## src/rtl/ncpm_pkg.sv

```systemverilog
// Shared constants, types and a helper function of the nearest color pool matcher.
package ncpm_pkg;

	localparam int POOL_DEPTH  = 1024;
	localparam int ADDR_W      = (POOL_DEPTH > 1) ? $clog2(POOL_DEPTH) : 1;
	localparam int CNT_W       = $clog2(POOL_DEPTH + 1);
	localparam int CHAN_W      = 8;
	localparam int PIX_W       = 3 * CHAN_W;
	localparam int SQ_W        = 2 * CHAN_W;
	localparam int DIST_W      = SQ_W + 2;
	localparam int POOL_LEFT_W = 11;

	localparam logic [1:0] FUNC_CLEAR = 2'd0;
	localparam logic [1:0] FUNC_LOAD  = 2'd1;
	localparam logic [1:0] FUNC_MATCH = 2'd2;

	localparam logic [1:0] STATUS_DONE    = 2'd0;
	localparam logic [1:0] STATUS_MATCHED = 2'd1;
	localparam logic [1:0] STATUS_EMPTY   = 2'd2;
	localparam logic [1:0] STATUS_FULL    = 2'd3;

	typedef struct packed {
		logic       take;
		logic       clear;
		logic       load;
		logic       scan_start;
		logic       scan_rd;
		logic       rd_last;
		logic       move;
		logic       result;
		logic [1:0] status_code;
	} ncpm_cmd_t;

	typedef struct packed {
		logic [1:0] func;
		logic       empty;
		logic       full;
		logic       scan_end;
		logic       pipe_busy;
		logic       out_busy;
	} ncpm_stat_t;

	function automatic logic [SQ_W-1:0] chan_sq(input logic [CHAN_W-1:0] a,
		input logic [CHAN_W-1:0] b);
		logic [CHAN_W-1:0] diff;
		diff = (a > b) ? (a - b) : (b - a);
		return SQ_W'(diff) * SQ_W'(diff);
	endfunction

endpackage

```

## src/rtl/ncpm_ctrl.sv

```systemverilog
// Controller state machine: sequences clear, load and match scan commands.
module ncpm_ctrl (
	input  logic                 clk,
	input  logic                 arst_n,
	input  logic                 in_valid,
	output logic                 in_ready,
	input  ncpm_pkg::ncpm_stat_t stat,
	output ncpm_pkg::ncpm_cmd_t  cmd
);

	typedef enum logic [2:0] {
		S_IDLE,
		S_EXEC,
		S_SCAN,
		S_DRAIN,
		S_LAST,
		S_MOVE,
		S_RESULT
	} state_t;

	state_t     state_q;
	logic [1:0] status_q;

	always_ff @(posedge clk or negedge arst_n) begin
		if (!arst_n) begin
			state_q  <= S_IDLE;
			status_q <= ncpm_pkg::STATUS_DONE;
		end else begin
			case (state_q)
				S_IDLE: begin
					if (in_valid) begin
						state_q <= S_EXEC;
					end
				end
				S_EXEC: begin
					state_q  <= S_RESULT;
					status_q <= ncpm_pkg::STATUS_DONE;
					case (stat.func)
						ncpm_pkg::FUNC_LOAD: begin
							if (stat.full) begin
								status_q <= ncpm_pkg::STATUS_FULL;
							end
						end
						ncpm_pkg::FUNC_MATCH: begin
							if (stat.empty) begin
								status_q <= ncpm_pkg::STATUS_EMPTY;
							end else begin
								state_q <= S_SCAN;
							end
						end
						default: begin
						end
					endcase
				end
				S_SCAN: begin
					if (stat.scan_end) begin
						state_q <= S_DRAIN;
					end
				end
				S_DRAIN: begin
					if (!stat.pipe_busy) begin
						state_q <= S_LAST;
					end
				end
				S_LAST: begin
					state_q <= S_MOVE;
				end
				S_MOVE: begin
					state_q  <= S_RESULT;
					status_q <= ncpm_pkg::STATUS_MATCHED;
				end
				S_RESULT: begin
					if (!stat.out_busy) begin
						state_q <= S_IDLE;
					end
				end
				default: begin
					state_q <= S_IDLE;
				end
			endcase
		end
	end

	assign in_ready = (state_q == S_IDLE);

	always_comb begin
		cmd             = '0;
		cmd.status_code = status_q;
		cmd.take        = (state_q == S_IDLE) && in_valid;
		cmd.clear       = (state_q == S_EXEC) && (stat.func == ncpm_pkg::FUNC_CLEAR);
		cmd.load        = (state_q == S_EXEC) && (stat.func == ncpm_pkg::FUNC_LOAD)
			&& !stat.full;
		cmd.scan_start  = (state_q == S_EXEC) && (stat.func == ncpm_pkg::FUNC_MATCH)
			&& !stat.empty;
		cmd.scan_rd     = (state_q == S_SCAN);
		cmd.rd_last     = (state_q == S_LAST);
		cmd.move        = (state_q == S_MOVE);
		cmd.result      = (state_q == S_RESULT) && !stat.out_busy;
	end

endmodule

```

## config.mk

```make
export PLATFORM = sky130hd
export DESIGN_NAME = ncpm_ctrl
export DESIGN_NICKNAME = d
export VERILOG_FILES = /design/src/rtl/ncpm_pkg.sv /design/src/rtl/ncpm_ctrl.sv
export SDC_FILE = /design/constraint.sdc
export NUM_CORES = 1
export LEC_CHECK = 0
export ABC_AREA = 0
export BUFFER_PORTS_ARGS = -buffer_cell sky130_fd_sc_hd__buf_4
export CAP_MARGIN = 15
export CORE_AREA = 8 8 45 47
export CTS_CLUSTER_SIZE = 25
export DETAILED_ROUTE_END_ITERATION = 7
export DIE_AREA = 0 0 53 55
export HOLD_SLACK_MARGIN = 0.03
export SYNTH_ARGS = -nofsm -noshare
export SYNTH_HDL_FRONTEND = slang
export SYNTH_SLANG_ARGS = --single-unit
```

## constraint.sdc

```tcl
create_clock -name clk -period 2.6 [get_ports clk]
set_clock_uncertainty 0.1 [all_clocks]
set_input_delay 0.39 -clock clk [delete_from_list [all_inputs] [get_ports clk]]
set_output_delay 0.39 -clock clk [all_outputs]
set_load 0.05 [all_outputs]
```

==> run summary, run 1 <==
Flops & latches, synth = 5
Critical path fanouts, max = 12
Critical path class = register to output port
Global-route wire length before repair = 1.59 mm
Yosys warning total = 0
GPL Wtd Cong = 0.732
Gr usage total = 0.0745
Placed inst area = 568 sq um
HP Class = input pin to register
Max stage delay on crit path = 0.60 ns
Status = complete, no violations
Hpwl dp = 804 microns
CP startpoint = state_q[0]
Via/cell ratio = 4.72
Number of synthesized flops with an enable pin = 0
Setup TNS = 0 ns
Worst path slowest cell = dfrtp_1
Unique masters post-synth = 26
Startpoint Class = register
Final hold vios = 0
Setup violations, final = 0
CP endpoint = cmd[7]
Die Wd = 53 microns
Die Area = 2920 sq um
Syn Inst Count = 45
Mean routed wirelength per cell = 12.5 microns
CP Capture Type = output port
Arrival @ worst endpoint = 1.44 ns
Total core area = 1380 sq um
Ys flop type = dfrtp_1
Starting DRT DRC Count = 11
DRC viols = 0
Reg2reg start = state_q[0]
RSZ-0062 raised after global routing = false
WP data required = 2.11 ns
Peak VDD IR = 0.000414 V
Final wirelength = 1.04 mm
Initial antenna violation count = 0
Buf/Inv on CP = 1
Slew Viols, Final = 0
Slew Limit Headroom = 0.694
Share of layout cells above drive strength 1 = 0.433
# IOs = 21
Vias in the first global route = 368
Nets = 81
DR vias = 392
Mapped Nets = 58
Post-CTS Setup Repair Bufs = 0
Clock Latency Late Sink = 0.25 ns
Max-cap violations = 0
CTS tree = built
CTS H-tree lvls = 1
Diode count = 0
Grt ovf = 0
CP Cell Sequence = nand2b_4, nor4b_2, buf_4
FILL cells = 137
Antenna-violating nets left = 0
Ys async rst share = 1.00
Detailed-router iteration count before antenna repair = 3
Levels on crit path = 3
CTS max path bufs = 2
Tightest Pin Transition = 0.459 ns
Leakage = 0.292 nW
Die Height = 55 microns
Reg2reg end = state_q[0]
Crit path time final = 1.93 ns
Synthesized area per cell = 9.20 sq um
Tot Pwr = 0.000728 W
Initial Utilization = 0.299
Clock sink total = 5
P per Cell Area = 1200 nW/um^2
Largest net degree at the start of global routing = 15
Synthesized area = 414 sq um
Seq/Total Area, Yosys = 0.302
CTS Root Cell = clkbuf_4
# port buffers = 20
Design area = 604 sq um
Clock buffer count from CTS = 3
# rows = 14
Tcrit/Tclk final = 0.742
Delay-heaviest family, CP = flip-flops
Clk slew on worst S/H paths = 0.05 ns
Area Growth Syn to Fin = 45.9%
R2R Setup Slk = 1.25 ns
Path depth of the worst reg2reg path = 3
Fmax achieved = 518 MHz
[how the worst min path moves through the flow]
| stage | startpoint | to | slack (ns) | cells past startpoint |
|---|---|---|---|---|
| 2_1_floorplan | arst_n | state_q[0] | -0.006 | 0 |
| 3_3_place_gp | arst_n | status_q[0] | 0.09 | 1 |
| 3_5_place_dp | arst_n | status_q[0] | 0.1 | 1 |
| 4_1_cts | stat[1] | state_q[1] | 0.28 | 2 |
| 5_1_grt | stat[1] | state_q[1] | 0.29 | 2 |
| 6_report | stat[1] | state_q[1] | 0.29 | 2 |
[Yosys cell counts, types with 2 or more instances]
| cell | instances | area [sq um] |
|---|---|---|
| dfrtp_1 | 5 | 125 |
| inv_1 | 4 | 15.0 |
| and2_1 | 3 | 18.8 |
| ha_1 | 3 | 37.5 |
| nor2_1 | 3 | 11.3 |
| a21oi_1 | 2 | 10.0 |
| buf_6 | 2 | 22.5 |
| nand2_1 | 2 | 7.51 |
| nand3b_1 | 2 | 15.0 |
| nor3_1 | 2 | 10.0 |
| nor3b_1 | 2 | 15.0 |
[final cells by class]
type / count / area (sq um) / share of cell area
multi-input combinational: 33 / 258 / 0.427
timing repair buffer: 21 / 160 / 0.265
clock buffer: 4 / 26.3 / 0.0435
tap: 16 / 20.0 / 0.0331
inverter: 4 / 15.0 / 0.0248
sequential: 5 / 125 / 0.207
[cells by family (layout without fill, tap and decap cells)]
group | count (synthesis) | after routing | share of synthesized area
buffers and inverters | 7 | 29 | 0.103
DFF | 5 | 5 | 0.302
muxes | 1 | 1 | 0.0272
and+or+nand+nor | 21 | 21 | 0.332
AOI/OAI and AO/OA | 8 | 8 | 0.145
adders and majority gates | 3 | 3 | 0.0906
[metrics by stage]
stage / worst slack [ns] / cells / hold slack [ns] / util
6_report: 0.671 / 83 / 0.286 / 0.437
5_1_grt: 0.563 / 83 / 0.288 / 0.437
4_1_cts: 0.644 / 83 / 0.281 / 0.437
3_5_place_dp: 0.904 / 78 / 0.0951 / 0.410
3_3_place_gp: 0.917 / 78 / 0.0949 / 0.410
2_1_floorplan: 0.331 / 45 / -0.00559 / -
[power breakdown]
group | leakage, nW | switching, W | internal (W)
Combinational | 0.217 | 0.000265 | 0.000165
Clock | 0.0150 | 0.0000345 | 0.0000582
Sequential | 0.0609 | 0.0000892 | 0.000115
Total | 0.292 | 0.000389 | 0.000338
[layer usage]
metal  vias up  wire, microns  share of wire  track usage
met2         9            540           0.52        0.117
met1       181            406           0.39       0.0781
li1        200              -              -            -
met3         2             70          0.068       0.0348
met4         0             19          0.018       0.0517
met5         -              0              0            0
[sequential cells by signal, summed over array words and instances, names as in the netlist]
signal    cells
status_q      2
state_q       3
[cells in the final DEF (no fill, tap or decap), types with 3 or more instances in the layout]
cell	count
buf_4	20
and2_1	3
clkbuf_4	3
nor2_1	3
ha_1	3
dfrtp_1	5
inv_1	4
[what timing repair did]
action | 4_1_cts | 5_1_grt
endpoints found under the hold margin | 5 | 0
hold buffers | 1 | 0
resized for setup | 0 | 0
(Power assumes the default switching activity.)
==> run 2: changes to the inputs <==
Clock period 2.6 ns to 1.85 ns, I/O delays scaled along.
==> run summary, run 2 (same netlist as run 1, synthesis figures left out) <==
Status = complete, no violations
Clock share of power = 0.118
Peak VDD IR = 0.000862 V
Pint = 0.000524 W
Share of layout cells above drive strength 1 = 0.551
Die Area = 2920 sq um
CTS H-tree lvls = 1
Hold Worst Slack = 0.180 ns
Max-cap violations = 0
Most frequent cells in the layout = buf_4 (22), inv_1 (4)
Hpwl dp = 822 microns
# rows = 14
Startpoint Class = register
Die Wd = 53 microns
Critical path class = register to output port
Detailed-router iteration count before antenna repair = 2
R2R Setup Slk = 0.61 ns
Crit path time final = 1.75 ns
Initial Utilization = 0.299
Reg power frac = 0.276
Diode count = 0
Grt ovf = 0
HP Class = input pin to register
Worst Hold Launch = stat[1]
DRC viols = 0
RSZ-0062 raised after global routing = false
P per Cell Area = 1700 nW/um^2
Vias in the first global route = 387
GPL Wtd Cong = 0.733
# IOs = 21
CTS Root Cell = clkbuf_4
Leading cell type in the layout, fill and taps excluded = buf_4
Antenna-violating nets left = 0
Leakage = 0.306 nW
Largest net degree at the start of global routing = 15
Tcrit/Tclk final = 0.946
Levels on crit path = 4
CTS max path bufs = 2
CP Cell Sequence = buf_4, nor3_4, and2_2, buf_4
Logic pwr share = 0.606
Fin util = 0.467
Total core area = 1380 sq um
Via/cell ratio = 4.60
Setup violations, final = 0
Min-Delay Endpoint = state_q[1]
Critical path fanouts, max = 9
WP data required = 1.47 ns
Switching part of the total = 0.522
Mean routed wirelength per cell = 12.4 microns
Tightest Pin Transition = 0.282 ns
Area Growth Syn to Fin = 55.9%
Clock buffer count from CTS = 3
Slew Viols, Final = 0
Nets = 83
Path depth of the worst reg2reg path = 3
Clock Latency Late Sink = 0.24 ns
Worst path slowest cell = dfrtp_2
CP Capture Type = output port
Clk slew on worst S/H paths = 0.05 ns
Hold path cells = 2
Buf/Inv on CP = 2
Final hold vios = 0
Fmax achieved = 571 MHz
NetSw = 0.000571 W
Delay-heaviest family, CP = flip-flops
Largest regs = state_q: 3 flops, status_q: 2 flops
Reg2reg start = state_q[0]
Global-route wire length before repair = 1.66 mm
Die Height = 55 microns
Gr usage total = 0.0768
Initial antenna violation count = 0
Reg2reg end = state_q[0]
Most flops, register = state_q
Max stage delay on crit path = 0.45 ns
Slew Limit Headroom = 0.812
DR vias = 391
Final wirelength = 1.06 mm
Largest register FFs = 3
Cell mode on critical path = buf_4
Starting DRT DRC Count = 2
# port buffers = 20
Arrival @ worst endpoint = 1.37 ns
Clock sink total = 5
CTS tree = built
==> run 2: cell count changes in the layout (fill, tap and decap cells not counted), sizes merged <==
cell / delta
buf: +2
==> run 2: what timing repair did <==
item,CTS,global route
setup buffers,0,2
pin swaps,0,0
endpoints found under the hold margin,5,0
setup endpoints to repair,3,2
resized for setup,1,2
hold buffers,1,0
==> run 2: per-stage QoR <==
stage                     power (W)  setup WS, ns  cells  setup TNS, ns  instance area [sq um]
after floorplan            0.000806        -0.125     45         -0.125                    448
after global placement     0.000933         0.229     78              0                    591
after detailed placement   0.000935         0.235     78              0                    591
after CTS                   0.00107        0.0181     83              0                    628
after global routing        0.00117       0.00631     85              0                    646
final                       0.00109        0.0998     85              0                    646
==> run 2: how the worst max path moves through the flow <==
| stage | start | endpoint | slack, ns |
|---|---|---|---|
| after floorplan | state_q[2] | cmd[7] | -0.12 |
| after global placement | state_q[0] | cmd[7] | 0.23 |
| after detailed placement | state_q[0] | cmd[7] | 0.23 |
| after CTS | state_q[1] | cmd[8] | 0.02 |
| after global routing | state_q[0] | cmd[7] | 0.006 |
| final | state_q[1] | cmd[9] | 0.1 |
==> run 2: power by group through the flow <==
stage / logic, W / clock network [W] / registers [W]
after floorplan: 0.000530 / 0 / 0.000276
after global placement: 0.000626 / 0 / 0.000307
after detailed placement: 0.000629 / 0 / 0.000306
after CTS: 0.000630 / 0.000134 / 0.000308
after global routing: 0.000705 / 0.000148 / 0.000319
final: 0.000664 / 0.000129 / 0.000302
==> run 2: cell type report <==
class | count | area (sq um)
multi-input cells | 33 | 280
flip-flops and latches | 5 | 129
inverters | 4 | 15.0
repair buffers | 23 | 175
clock buffers | 4 | 26.3
well taps | 16 | 20.0
fillers | 148 | 738
==> run 2: per-layer routing <==
layer  vias to the layer above  global-route usage  wire length (microns)
li1                        206                   -                      -
met1                       172              0.0874                    442
met2                        11               0.111                    509
met3                         2              0.0535                     95
met4                         0              0.0259                      8
met5                         -                   0                      0
==> run 2: worst register-to-register path, stage by stage (launching register included) <==
cell and delay, ns:
dfrtp_2 0.53, mux2_2 0.37, nand2_1 0.06, o31ai_1 0.06
==> run 3: changes to the inputs <==
Settings changed: PLACE_DENSITY from default to 0.6, SETUP_SLACK_MARGIN from default to 0.5.
==> run summary, run 3 (same netlist as run 1, synthesis figures left out) <==
Status = complete, no violations
GRT met1 Usage = 0.0796
Setup ws final = 0.173 ns
Met3 usage = 0.0267
Mean routed wirelength per cell = 13.2 microns
Nets = 88
# rows = 14
Final wirelength = 1.18 mm
Grt ovf = 0
GPL Wtd Cong = 0.733
Design area = 748 sq um
Setup TNS = 0 ns
Max-cap violations = 0
Placed inst area = 619 sq um
Largest net degree at the start of global routing = 12
Initial antenna violation count = 0
Die Height = 55 microns
Clk slew on worst S/H paths = 0.04 ns
Via/cell ratio = 5.03
Most flops, register = state_q
Tcrit/Tclk final = 0.906
Largest register FFs = 3
FILL cells = 136
Critical path fanouts, max = 5
Reg2reg end = state_q[0]
R2R Setup Slk = 0.51 ns
CTS Root Cell = clkbuf_4
Fmax achieved = 596 MHz
Slew Limit Headroom = 0.812
Initial Utilization = 0.299
Reg2reg start = state_q[0]
# IOs = 21
Slew Viols, Final = 0
Global-route wire length before repair = 1.94 mm
Diode count = 0
GR peak layer = met2
Startpoint Class = register
CP endpoint = cmd[7]
Path depth of the worst reg2reg path = 4
Die Wd = 53 microns
Leading cell type in the layout, fill and taps excluded = buf_4
Share of layout cells above drive strength 1 = 0.622
HP Class = input pin to register
Peak VDD IR = 0.000931 V
Antenna-violating nets left = 0
Die Area = 2920 sq um
DRC viols = 0
WP data required = 1.47 ns
Pre-CTS setup slack = 0.206 ns
Most frequent cells in the layout = buf_4 (19), buf_6 (6), inv_1 (4)
Gr usage total = 0.0882
Detailed-router iteration count before antenna repair = 4
Largest regs = state_q: 3 flops, status_q: 2 flops
# port buffers = 20
Met2 usage = 0.164
Hpwl dp = 901 microns
CP Capture Type = output port
Clock sink total = 5
Area Growth Syn to Fin = 80.7%
CTS tree = built
Total core area = 1380 sq um
Fin util = 0.541
Setup violations, final = 0
Crit path time final = 1.68 ns
Critical path class = register to output port
DR vias = 453
Clock buffer count from CTS = 3
Clock Latency Late Sink = 0.24 ns
P per Cell Area = 1680 nW/um^2
CP startpoint = state_q[1]
Starting DRT DRC Count = 5
Final hold vios = 0
CTS H-tree lvls = 1
Arrival @ worst endpoint = 1.30 ns
CTS max path bufs = 2
Tightest Pin Transition = 0.279 ns
Vias in the first global route = 488
RSZ-0062 raised after global routing = true
Leakage = 0.353 nW
[run 3: cell count changes in the layout (fill, tap and decap cells not counted), sizes merged]
cell | previous run | this run
buf | 22 | 27
[run 3: worst min path at each step]
stage	end	cells after the start	from	slack [ns]
after floorplan	state_q[0]	0	arst_n	-0.12
after global placement	state_q[1]	1	arst_n	-0.02
after detailed placement	state_q[1]	1	arst_n	-0.02
after CTS	state_q[1]	2	stat[1]	0.18
after global routing	state_q[1]	2	stat[1]	0.20
final	state_q[1]	2	stat[1]	0.18
[run 3: cell type report]
type / count / area (sq um) / area share
sequential: 5 / 129 / 0.172
multi-input combinational: 33 / 308 / 0.411
tap: 16 / 20.0 / 0.0268
clock buffer: 4 / 26.3 / 0.0351
inverter: 4 / 15.0 / 0.0201
timing repair buffer: 28 / 250 / 0.334
[run 3: power by group]
| part | total [W] | internal (W) | switching (W) |
|---|---|---|---|
| registers | 0.000287 | 0.000170 | 0.000117 |
| logic | 0.000847 | 0.000385 | 0.000462 |
| clock network | 0.000124 | 0.0000814 | 0.0000428 |
| total | 0.00126 | 0.000636 | 0.000622 |
[run 3: through the flow]
stage	hold slack [ns]	total power (W)	cells
floorplan	-0.118	0.000865	45
global placement	-0.0190	0.000978	78
detailed placement	-0.0180	0.000983	78
CTS	0.182	0.00127	90
global route	0.202	0.00133	90
finish	0.182	0.00126	90
[run 3: metal layers]
layer / part of all wire / wire, microns
met1: 0.38 / 449
met2: 0.52 / 611
met3: 0.088 / 104
met4: 0.016 / 19
met5: 0 / 0
[run 3: what timing repair did]
item                                   CTS  global route
pin swaps                                0             0
buffers inserted                         7             0
resized for setup                       12             0
endpoints found under the hold margin    5             0
setup endpoints to repair               11            11
hold buffers                             1             0
[run 3: critical path, cell delays in order (launching register included)]
cell and delay [ns]:
dfrtp_2 0.44, nand2b_4 0.19, nor4b_4 0.24, buf_6 0.19
